===== config.mk =====
export PLATFORM = sky130hd
export DESIGN_NAME = bounded_ordered_list_unit
export DESIGN_NICKNAME = d
export VERILOG_FILES = /design/src/bol_pkg.sv /design/src/bol_ctrl.sv /design/src/bol_dp.sv /design/src/bounded_ordered_list_unit.sv
export SDC_FILE = /design/constraint.sdc
export NUM_CORES = 2
export LEC_CHECK = 0
export ABC_CLOCK_PERIOD_IN_PS = 9100
export BUFFER_PORTS_ARGS = -buffer_cell sky130_fd_sc_hd__buf_4
export CAP_MARGIN = 20
export CORE_MARGIN = 2
export CORE_UTILIZATION = 40
export DETAILED_ROUTE_END_ITERATION = 10
export PLACE_DENSITY = 0.55
export SETUP_SLACK_MARGIN = 0.2
export SLEW_MARGIN = 10
export SYNTH_ARGS = -nofsm -noshare
export SYNTH_HDL_FRONTEND = slang
export SYNTH_HIERARCHICAL = 1
export SYNTH_SLANG_ARGS = --single-unit
export TNS_END_PERCENT = 5

===== constraint.sdc =====
create_clock -name clock -period 9.1 [get_ports clock]
set_clock_uncertainty 0.15 [all_clocks]
set_input_delay 1.82 -clock clock [delete_from_list [all_inputs] [get_ports clock]]
set_output_delay 1.82 -clock clock [all_outputs]
set_load 0.03 [all_outputs]

===== src/bol_pkg.sv =====
// Shared types and codes for the bounded ordered list.
// Depends on nothing; imported by every module of the block.
package bol_pkg;

   localparam logic [2:0] MODE_INS_FRONT = 3'd0;
   localparam logic [2:0] MODE_INS_BACK  = 3'd1;
   localparam logic [2:0] MODE_INS_POS   = 3'd2;
   localparam logic [2:0] MODE_DEL_FRONT = 3'd3;
   localparam logic [2:0] MODE_DEL_BACK  = 3'd4;
   localparam logic [2:0] MODE_SHOW      = 3'd5;

   localparam logic [1:0] STAT_OK    = 2'd0;
   localparam logic [1:0] STAT_EMPTY = 2'd1;
   localparam logic [1:0] STAT_FULL  = 2'd2;

   typedef struct packed {
      logic [2:0]         mode;
      logic signed [31:0] value;
      logic [7:0]         position;
   } req_type;

   typedef struct packed {
      logic signed [31:0] element;
      logic [1:0]         status;
      logic [4:0]         length;
      logic               last;
   } rsp_type;

   typedef struct packed {
      logic exec;
      logic show;
   } cmd_type;

   typedef struct packed {
      logic empty;
      logic single;
      logic show_last;
   } stat_type;

endpackage


===== src/bol_ctrl.sv =====
// Handshake controller for the bounded ordered list.
// Uses bol_pkg; drives bol_dp through cmd_type and reads stat_type.
module bol_ctrl
   import bol_pkg::*;
(
   input  logic       clock,
   input  logic       reset,
   input  logic       req_valid,
   output logic       req_stall,
   input  logic [2:0] req_mode,
   output logic       rsp_valid,
   input  logic       rsp_stall,
   output cmd_type    cmd,
   input  stat_type   stat
);

   typedef enum logic [1:0] {
      ST_IDLE = 2'b01,
      ST_SHOW = 2'b10
   } state_type;

   state_type state_ff, state_in;
   logic      rsp_valid_ff, rsp_valid_in;
   logic      out_free;
   logic      accept;

   assign out_free  = !rsp_valid_ff || !rsp_stall;
   assign req_stall = (state_ff != ST_IDLE) || !out_free;
   assign accept    = req_valid && !req_stall;
   assign rsp_valid = rsp_valid_ff;

   always_comb begin
      state_in     = state_ff;
      rsp_valid_in = out_free ? 1'b0 : rsp_valid_ff;
      cmd          = '0;
      case (state_ff)
         ST_IDLE: begin
            if (accept) begin
               cmd.exec     = 1'b1;
               rsp_valid_in = 1'b1;
               if (req_mode == MODE_SHOW && !stat.empty && !stat.single) begin
                  state_in = ST_SHOW;
               end
            end
         end
         ST_SHOW: begin
            if (out_free) begin
               cmd.show     = 1'b1;
               rsp_valid_in = 1'b1;
               if (stat.show_last) begin
                  state_in = ST_IDLE;
               end
            end
         end
         default: begin
            state_in = ST_IDLE;
         end
      endcase
   end

   always_ff @(posedge clock) begin
      if (reset) begin
         state_ff     <= ST_IDLE;
         rsp_valid_ff <= 1'b0;
      end else begin
         state_ff     <= state_in;
         rsp_valid_ff <= rsp_valid_in;
      end
   end

endmodule


===== src/bol_dp.sv =====
// Datapath of the bounded ordered list: shifting cells, length and result register.
// Uses bol_pkg; commanded by bol_ctrl.
module bol_dp
   import bol_pkg::*;
#(
   parameter int DEPTH = 16
)
(
   input  logic     clock,
   input  logic     reset,
   input  req_type  req,
   input  cmd_type  cmd,
   output stat_type stat,
   output rsp_type  rsp
);

   localparam int LEN_W = $clog2(DEPTH + 1);

   logic signed [31:0] cells_ff [DEPTH];
   logic signed [31:0] cells_in [DEPTH];
   logic signed [31:0] shr      [DEPTH];
   logic signed [31:0] shl      [DEPTH];
   logic [LEN_W-1:0]   len_ff, len_in;
   logic [LEN_W-1:0]   show_idx_ff, show_idx_in;
   logic [LEN_W-1:0]   len_dec;
   logic [LEN_W-1:0]   idx;
   logic [8:0]         pos_w;
   logic [8:0]         len_w;
   logic [31:0]        len_ext;
   logic               full;
   rsp_type            rsp_ff, rsp_in;

   for (genvar g = 0; g < DEPTH; g++) begin : g_cell
      if (g == 0) begin : g_first
         assign shr[g] = req.value;
      end else begin : g_rest
         assign shr[g] = cells_ff[g-1];
      end
      if (g == DEPTH - 1) begin : g_tail
         assign shl[g] = cells_ff[g];
      end else begin : g_body
         assign shl[g] = cells_ff[g+1];
      end
   end

   assign len_dec = len_ff - LEN_W'(1);
   assign full    = len_ff >= LEN_W'(DEPTH);
   assign pos_w   = {1'b0, req.position};
   assign len_w   = 9'(len_ff);

   assign stat.empty     = len_ff == '0;
   assign stat.single    = len_ff == LEN_W'(1);
   assign stat.show_last = show_idx_ff == len_dec;

   always_comb begin
      case (req.mode)
         MODE_INS_FRONT: idx = '0;
         MODE_INS_BACK:  idx = len_ff;
         default: begin
            if (pos_w <= 9'd1) begin
               idx = '0;
            end else if (pos_w > len_w + 9'd1) begin
               idx = len_ff;
            end else begin
               idx = LEN_W'(pos_w - 9'd1);
            end
         end
      endcase
   end

   always_comb begin
      cells_in       = cells_ff;
      len_in         = len_ff;
      show_idx_in    = show_idx_ff;
      rsp_in         = rsp_ff;
      if (cmd.exec) begin
         rsp_in.element = '0;
         rsp_in.status  = STAT_OK;
         rsp_in.last    = 1'b1;
         case (req.mode)
            MODE_INS_FRONT, MODE_INS_BACK, MODE_INS_POS: begin
               if (full) begin
                  rsp_in.status = STAT_FULL;
               end else begin
                  for (int i = 0; i < DEPTH; i++) begin
                     if (LEN_W'(i) == idx) begin
                        cells_in[i] = req.value;
                     end else if (LEN_W'(i) > idx) begin
                        cells_in[i] = shr[i];
                     end
                  end
                  len_in = len_ff + LEN_W'(1);
               end
            end
            MODE_DEL_FRONT, MODE_DEL_BACK: begin
               if (stat.empty) begin
                  rsp_in.status = STAT_EMPTY;
               end else begin
                  if (req.mode == MODE_DEL_FRONT) begin
                     cells_in = shl;
                  end
                  len_in = len_dec;
               end
            end
            MODE_SHOW: begin
               if (stat.empty) begin
                  rsp_in.status = STAT_EMPTY;
               end else begin
                  rsp_in.element = cells_ff[0];
                  rsp_in.last    = stat.single;
                  for (int i = 0; i < DEPTH; i++) begin
                     if (LEN_W'(i) == len_dec) begin
                        cells_in[i] = cells_ff[0];
                     end else if (LEN_W'(i) < len_dec) begin
                        cells_in[i] = shl[i];
                     end
                  end
                  show_idx_in = LEN_W'(1);
               end
            end
            default: begin
               rsp_in.status = STAT_OK;
            end
         endcase
      end else if (cmd.show) begin
         rsp_in.element = cells_ff[0];
         rsp_in.status  = STAT_OK;
         rsp_in.last    = stat.show_last;
         for (int i = 0; i < DEPTH; i++) begin
            if (LEN_W'(i) == len_dec) begin
               cells_in[i] = cells_ff[0];
            end else if (LEN_W'(i) < len_dec) begin
               cells_in[i] = shl[i];
            end
         end
         show_idx_in = show_idx_ff + LEN_W'(1);
      end
      len_ext = 32'(len_in);
      if (cmd.exec || cmd.show) begin
         rsp_in.length = len_ext[4:0];
      end
   end

   always_ff @(posedge clock) begin
      if (reset) begin
         len_ff      <= '0;
         show_idx_ff <= '0;
      end else begin
         len_ff      <= len_in;
         show_idx_ff <= show_idx_in;
      end
   end

   always_ff @(posedge clock) begin
      cells_ff <= cells_in;
      rsp_ff   <= rsp_in;
   end

   assign rsp = rsp_ff;

endmodule


===== src/bounded_ordered_list_unit.sv =====
// Bounded ordered list: up to DEPTH signed 32-bit values in shifting cells.
// Request channel req_valid/req_stall/req_data carries mode, value and position.
// Response channel rsp_valid/rsp_stall/rsp_data returns element, status, length, last.
// Inserts and deletes are registered: the response shows in the cycle after the
// request is taken, and a new request is taken every cycle while the response
// side keeps up.
// Display of N elements emits N responses, one per cycle while the response side
// keeps up, rotating the cells so the front is always read; the request side is
// stalled until the last of them has been issued. An empty display or delete gives
// one response with status empty; an insert into a full list gives one response
// with status full and changes nothing. Reset empties the list and drops any pending response.
// When rsp_stall is high with a response pending, the response register holds
// and req_stall rises until that response is taken; nothing is lost or repeated.
// Uses bol_pkg, bol_ctrl and bol_dp.
module bounded_ordered_list_unit
   import bol_pkg::*;
#(
   parameter int DEPTH = 16
)
(
   input  logic    clock,
   input  logic    reset,
   input  logic    req_valid,
   output logic    req_stall,
   input  req_type req_data,
   output logic    rsp_valid,
   input  logic    rsp_stall,
   output rsp_type rsp_data
);

   cmd_type  cmd;
   stat_type stat;

   bol_ctrl u_ctrl (
      .clock     (clock),
      .reset     (reset),
      .req_valid (req_valid),
      .req_stall (req_stall),
      .req_mode  (req_data.mode),
      .rsp_valid (rsp_valid),
      .rsp_stall (rsp_stall),
      .cmd       (cmd),
      .stat      (stat)
   );

   bol_dp #(
      .DEPTH (DEPTH)
   ) u_dp (
      .clock (clock),
      .reset (reset),
      .req   (req_data),
      .cmd   (cmd),
      .stat  (stat),
      .rsp   (rsp_data)
   );

endmodule


* After elaboration in Yosys (flattened, before gate mapping)
Cells that the tools add are included.
W data, S select, Z words.
** Word-level totals
- Register bits :: 565
- Output and inout bits :: 42
- Logic and storage cells :: 275
** Cells by class
- Add/subtract/negate cells :: 5
- Magnitude comparators :: 34
- Eq/ne operators :: 69
- Multiplexer cells :: 105
- Reduce and logical (&&, ||, !) cells :: 38
** Operator list (count)
- $mux W512 :: 6
- $mux W32 :: 65
- $pmux W512 S3 :: 1
- $reduce_and A7 Y1 :: 15
- $eq A4 B5 Y1 const A :: 16
- $mux W34 :: 2
- $ne A4 B4 Y1 const B :: 17
- $mux W5 :: 9
- $eq A3 B5 Y1 const A :: 8
- $gt A4 B5 Y1 const A :: 8
- $lt A4 B5 Y1 const A :: 7
- $eq A2 B5 Y1 const A :: 4
- $gt A3 B5 Y1 const A :: 4
- $lt A3 B5 Y1 const A :: 4
- $pmux W5 S2 :: 2
- $logic_not A5 Y1 :: 3
- $ne A3 B3 Y1 const B :: 5
- $mux W1 :: 12
- $add A5 B1 Y5 const B :: 2
- $eq A1 B5 Y1 const A :: 2
- $gt A1 B5 Y1 const A :: 2
- $gt A2 B5 Y1 const A :: 2
- $lt A1 B5 Y1 const A :: 2
- $lt A2 B5 Y1 const A :: 2
- other kinds (27) :: 51

* Logic depth before layout (Yosys ltp)
- Word-level depth :: 11
- Mapped depth :: 17

* Modules after synthesis
Netlist, hierarchy kept.
** Modules (own cells, without submodules)
- bol_dp :: instances 1, cells each 4054, area each 38627.0 sq um
- bol_ctrl :: instances 1, cells each 25, area each 198.9 sq um

* Least setup slack after synthesis
OpenSTA, ideal clock, no wires.
- Path kind :: input to register
- Start point :: input req_data[0] in the netlist's numbering
- End point :: register u_dp/cells_ff[192] in the netlist's numbering, enable pin
- Setup time :: 0.470 ns
- Data arrival time :: 6.037 ns
- Path slack :: 2.443 ns
- Cell stages on the path :: 9
- Buffers on the path :: 1
- Path through :: inv_1 ha_1 or2_0 a41oi_2 a22o_1 o2bb2ai_1 nand2_1 clkbuf_1 o31ai_1
** Between the ends
- Cells in the longest elaborated chain, start to end :: 7
- Elaborated cells on any way between the ends :: 10
** Ends and longest elaborated chain
- start, declared :: line bounded_ordered_list_unit.sv:25 : input req_type req_data,
- $gt A8 B6 Y1 or $sub A5 B1 Y5 (tied branches) :: line bol_dp.sv:62, bol_dp.sv:65
- $mux W5 :: line bol_dp.sv:62 : end else if (pos_w > len_w + 9'd1) begin
- $mux W5 (*) :: line bol_dp.sv:60 : if (pos_w <= 9'd1) begin
- $pmux W5 S2 (*) :: line bol_dp.sv:56 : case (req.mode)
- $gt A4 B5 Y1 or $eq A4 B5 Y1 (tied branches) :: line bol_dp.sv:88, bol_dp.sv:86
- $ne A4 B4 Y1 (no source line) (*)
- $reduce_and A7 Y1 (no source line) (*)
- end signal, assigned :: line bol_dp.sv:155 : cells_ff <= cells_in;
- end, declared :: line bol_dp.sv:19 : logic signed [31:0] cells_ff [DEPTH];
Every way passes the cells marked *; elsewhere a longest branch is shown, timed or not.
A chain may end at the register's enable or synchronous reset.

* Worst setup path in the final report
- Start point :: register u_dp.len_ff[1]
- End point :: register u_dp/cells_ff[112] in the netlist's numbering, enable pin
** Between the ends
- Cells in the longest elaborated chain, start to end :: 8
- Elaborated cells on any way between the ends :: 14
** Ends and longest elaborated chain
- start, declared :: line bol_dp.sv:23 : logic [LEN_W-1:0] len_ff, len_in;
- start signal, assigned :: line bol_dp.sv:149 : len_ff <= len_in;
- $add A5 B1 Y6 :: line bol_dp.sv:62
- $gt A8 B6 Y1 :: line bol_dp.sv:62
- $mux W5 :: line bol_dp.sv:62
- $mux W5 :: line bol_dp.sv:60
- $pmux W5 S2 :: line bol_dp.sv:56
- $gt A4 B5 Y1 or $eq A4 B5 Y1 (tied branches) :: line bol_dp.sv:88, bol_dp.sv:86
- $ne A4 B4 Y1 (no source line)
- $reduce_and A7 Y1 (no source line) (*)
Marks and branches as above.

==> flow_summary.yaml <==
outcome:
  status: "completed"
clocking:
  postCtsSetupRepairBufs: 0
  cts-resized-gates: 0
  numCtsBuffers: 71
  cts_sinks: 565
  clk_pin_slew_ns: 0.05
  cts.path.max_buffers: 3
  ctsHoldBuffers: 0
  h-tree-depth: 3
  clockRootBuffer: "clkbuf_16"
  clock_latency_ns: 0.65
  cts_tree: "yes"
sta:
  hold_violations: 0
  fin_setup_tns_ns: 0
  setup_viol: 0
  drv_slew: 0
  slew_headroom_pct: 19.1
  grt_setup_unrepaired: "no"
  finalCritPeriodShare_pct: 75.5
  worstMarginPinSlew_ns: 1.21
  fmax_mhz: 146
  hold_ws_ns: 0.338
  post-route-min-period_ns: 6.87
power_and_ir_drop:
  p_sw_mw: 3.23
  clkPwrFrac_pct: 30.3
  ir_worst_vdd_mv: 0.135
  switching_share_pct: 35.8
  power_mw: 9.03
  p_leak_nw: 15.9
  p_comb_share_pct: 27.6
  power_density_mw_per_mm2: 209
  power_frac_seq_pct: 42.1
  intPower_mw: 5.80
detailed_routing:
  drtIter0Drc: 5794
  vias_per_cell: 7.17
  drt_pre_antenna_iters: 7
  via_count: 37737
  routed_wl_um: 180000
  post-route-drc-count: 0
  routedWlPerCell_um: 34.2
  ant_nets: 0
synthesis:
  ys_warn_count: 6
  synth.largest_area_cell: "edfxtp_1"
  yosysUniqueCellTypes: 72
  synth.cell_area_mm2: 0.0388
  ys_ff_latch: 565
  synthCells: 4079
  synthArstFlopShare_pct: 0
  yosys.area.top_type_share_pct: 42.7
  synth-main-ff-cell: "edfxtp_1"
  synth.avg_cell_area_um2: 9.52
  synth_common_cells: "552 x edfxtp_1, 455 x mux2i_1, 448 x a21oi_1"
  synthTopCellsByArea: "edfxtp_1 43%, mux2i_1 12%, a21oi_1 5.8%, o21ai_0 5.3%, nand2_1 3.7%"
  synth-edff-count: 552
  yosysMostFrequentCell: "edfxtp_1"
  syn-num-nets: 4143
  yosysSeqAreaShare_pct: 43.4
worst_setup_path:
  worstReg2RegEnd: "u_dp/cells_ff[112]"
  worstPathCellList: "inv_1 > ha_1 > clkinv_1 > ha_1 > nor2b_1 > o211a_1 > o21a_1 > a22o_1 > o2bb2ai_4 > buf_4 > nor2_2 > buf_4 > nand2_2 > a21oi_4 > buf_4"
  critPathMaxStageDelay_ns: 0.90
  critPathKind: "reg -> reg"
  worst-path-max-fanout: 38
  required_ns: 9.22
  r2r_setup_slack_ns: 2.23
  slowest_stage: "a21oi_4"
  cp.arrival_ns: 6.99
  path_common_cell: "buf_4"
  r2r_cells: 15
  end_kind: "register"
  worstReg2RegStart: "u_dp/len_ff[1]"
  critPathLaunchType: "register"
global_route:
  grt_pass1_vias: 35470
  grt_pass1_wl_um: 255000
  grtUsageMet1_pct: 45.0
  use_met3_pct: 9.58
  busiest_layer: "met2"
  use_met2_pct: 53.4
  grt_usage_pct: 35.0
  grt_max_degree: 176
  grt_overflow_total: 0
  antenna_found_initial: 5
die:
  fp.dieArea_mm2: 0.0996
  fp.dieW_um: 316
  die_h_um: 316
  core_area_mm2: 0.0964
  start_util_pct: 40.3
  rows: 114
  io_pins: 89
layout:
  syn2layout_area_growth_pct: 11.2
  drive_above_1_share_pct: 11.3
  final_util_pct: 44.8
  fin_nets: 3992
placement:
  gp_congestion: 0.876
  portBuffers: 88
  place_hpwl_um: 98700
worst_hold_path:
  holdCritStartpoint: "u_ctrl/state_ff[0]"
  min_path_type: "reg -> reg"
  holdPathStages: 2
  hold_end: "u_ctrl/state_ff[0]"
run:
  drv_cap: 0
-- worst max-delay path, delay by kind of cell (launching register included) --
kind	cells	cell delay (ns)
AOI/OAI and AO/OA	5	1.79
adders and majority gates	2	1.05
buffers and inverters	5	1.84
DFF	1	0.58
and+or+nand+nor	3	1.02
-- cell type report --
type	count	area, um2
flip-flops and latches	565	16800
fillers	9261	53300
repair buffers	198	1600
clock inverters	31	179
diodes	5	12.5
multi-input cells	3045	20800
clock buffers	94	1940
inverters	47	176
well taps	1276	1600
-- how the worst max path moves through the flow --
stage | from | endpoint | slack (ns)
after floorplan | req_data[0] | u_dp/cells_ff[192] | 2.44
after global placement | req_data[4] | u_dp/cells_ff[111] | 2.41
after detailed placement | req_data[4] | u_dp/cells_ff[112] | 2.36
after CTS | u_dp/len_ff[1] | u_dp/cells_ff[109] | 2.49
after global routing | u_dp/len_ff[1] | u_dp/cells_ff[111] | 2.17
final | u_dp/len_ff[1] | u_dp/cells_ff[112] | 2.23
-- through the flow --
stage | std cells | setup slack [ns] | area (um2)
after CTS | 5253 | 2.49 | 43100
after global placement | 5126 | 2.41 | 40900
final | 5261 | 2.23 | 43200
after global routing | 5257 | 2.17 | 43200
after floorplan | 4079 | 2.44 | 38800
after detailed placement | 5128 | 2.36 | 41000
-- flip-flops by register name (all words and copies together), names as in the netlist --
register          cells
u_ctrl/rsp_valid      1
u_ctrl/state_ff       2
u_dp/cells_ff       512
u_dp/len_ff           5
u_dp/rsp             40
u_dp/show_idx_ff      5
-- cells by family (layout without fill, tap and decap cells) --
kind of cell | count (synthesis) | in the layout | share of synthesized area, %
xor gates and xnor gates | 16 | 16 | 0.361
and+or+nand+nor | 954 | 954 | 11.2
AOI/OAI and AO/OA | 1546 | 1546 | 26.3
DFF | 565 | 565 | 43.4
other | 0 | 5 | 0
muxes | 512 | 512 | 13.4
buffers and inverters | 469 | 370 | 4.86
adders and majority gates | 17 | 17 | 0.548
-- power groups by stage --
| stage | registers (mW) | logic (mW) | clock network, mW |
|---|---|---|---|
| finish | 3.80 | 2.49 | 2.74 |
| global route | 3.84 | 2.62 | 2.85 |
| CTS | 3.79 | 2.39 | 2.75 |
| detailed placement | 3.84 | 2.38 | 0 |
| global placement | 3.83 | 2.35 | 0 |
| floorplan | 3.70 | 1.56 | 0 |
-- cell usage in the layout, fill, tap and decap left out, types with 90 or more instances in the layout --
master,n
a21oi_1,438
a221oi_1,90
and2_1,108
buf_4,190
edfxtp_1,552
mux2i_1,455
nand2_1,361
nand3_1,134
nor2_1,184
o211ai_1,149
o21ai_0,408
o221ai_1,103
-- metal layers --
| layer | wire length, um | share of wire [%] |
|---|---|---|
| met1 | 67500 | 38 |
| met2 | 78600 | 44 |
| met3 | 22800 | 13 |
| met4 | 11100 | 6.1 |
| met5 | 0 | 0 |
Note: power is estimated with default switching activity, not from simulation.
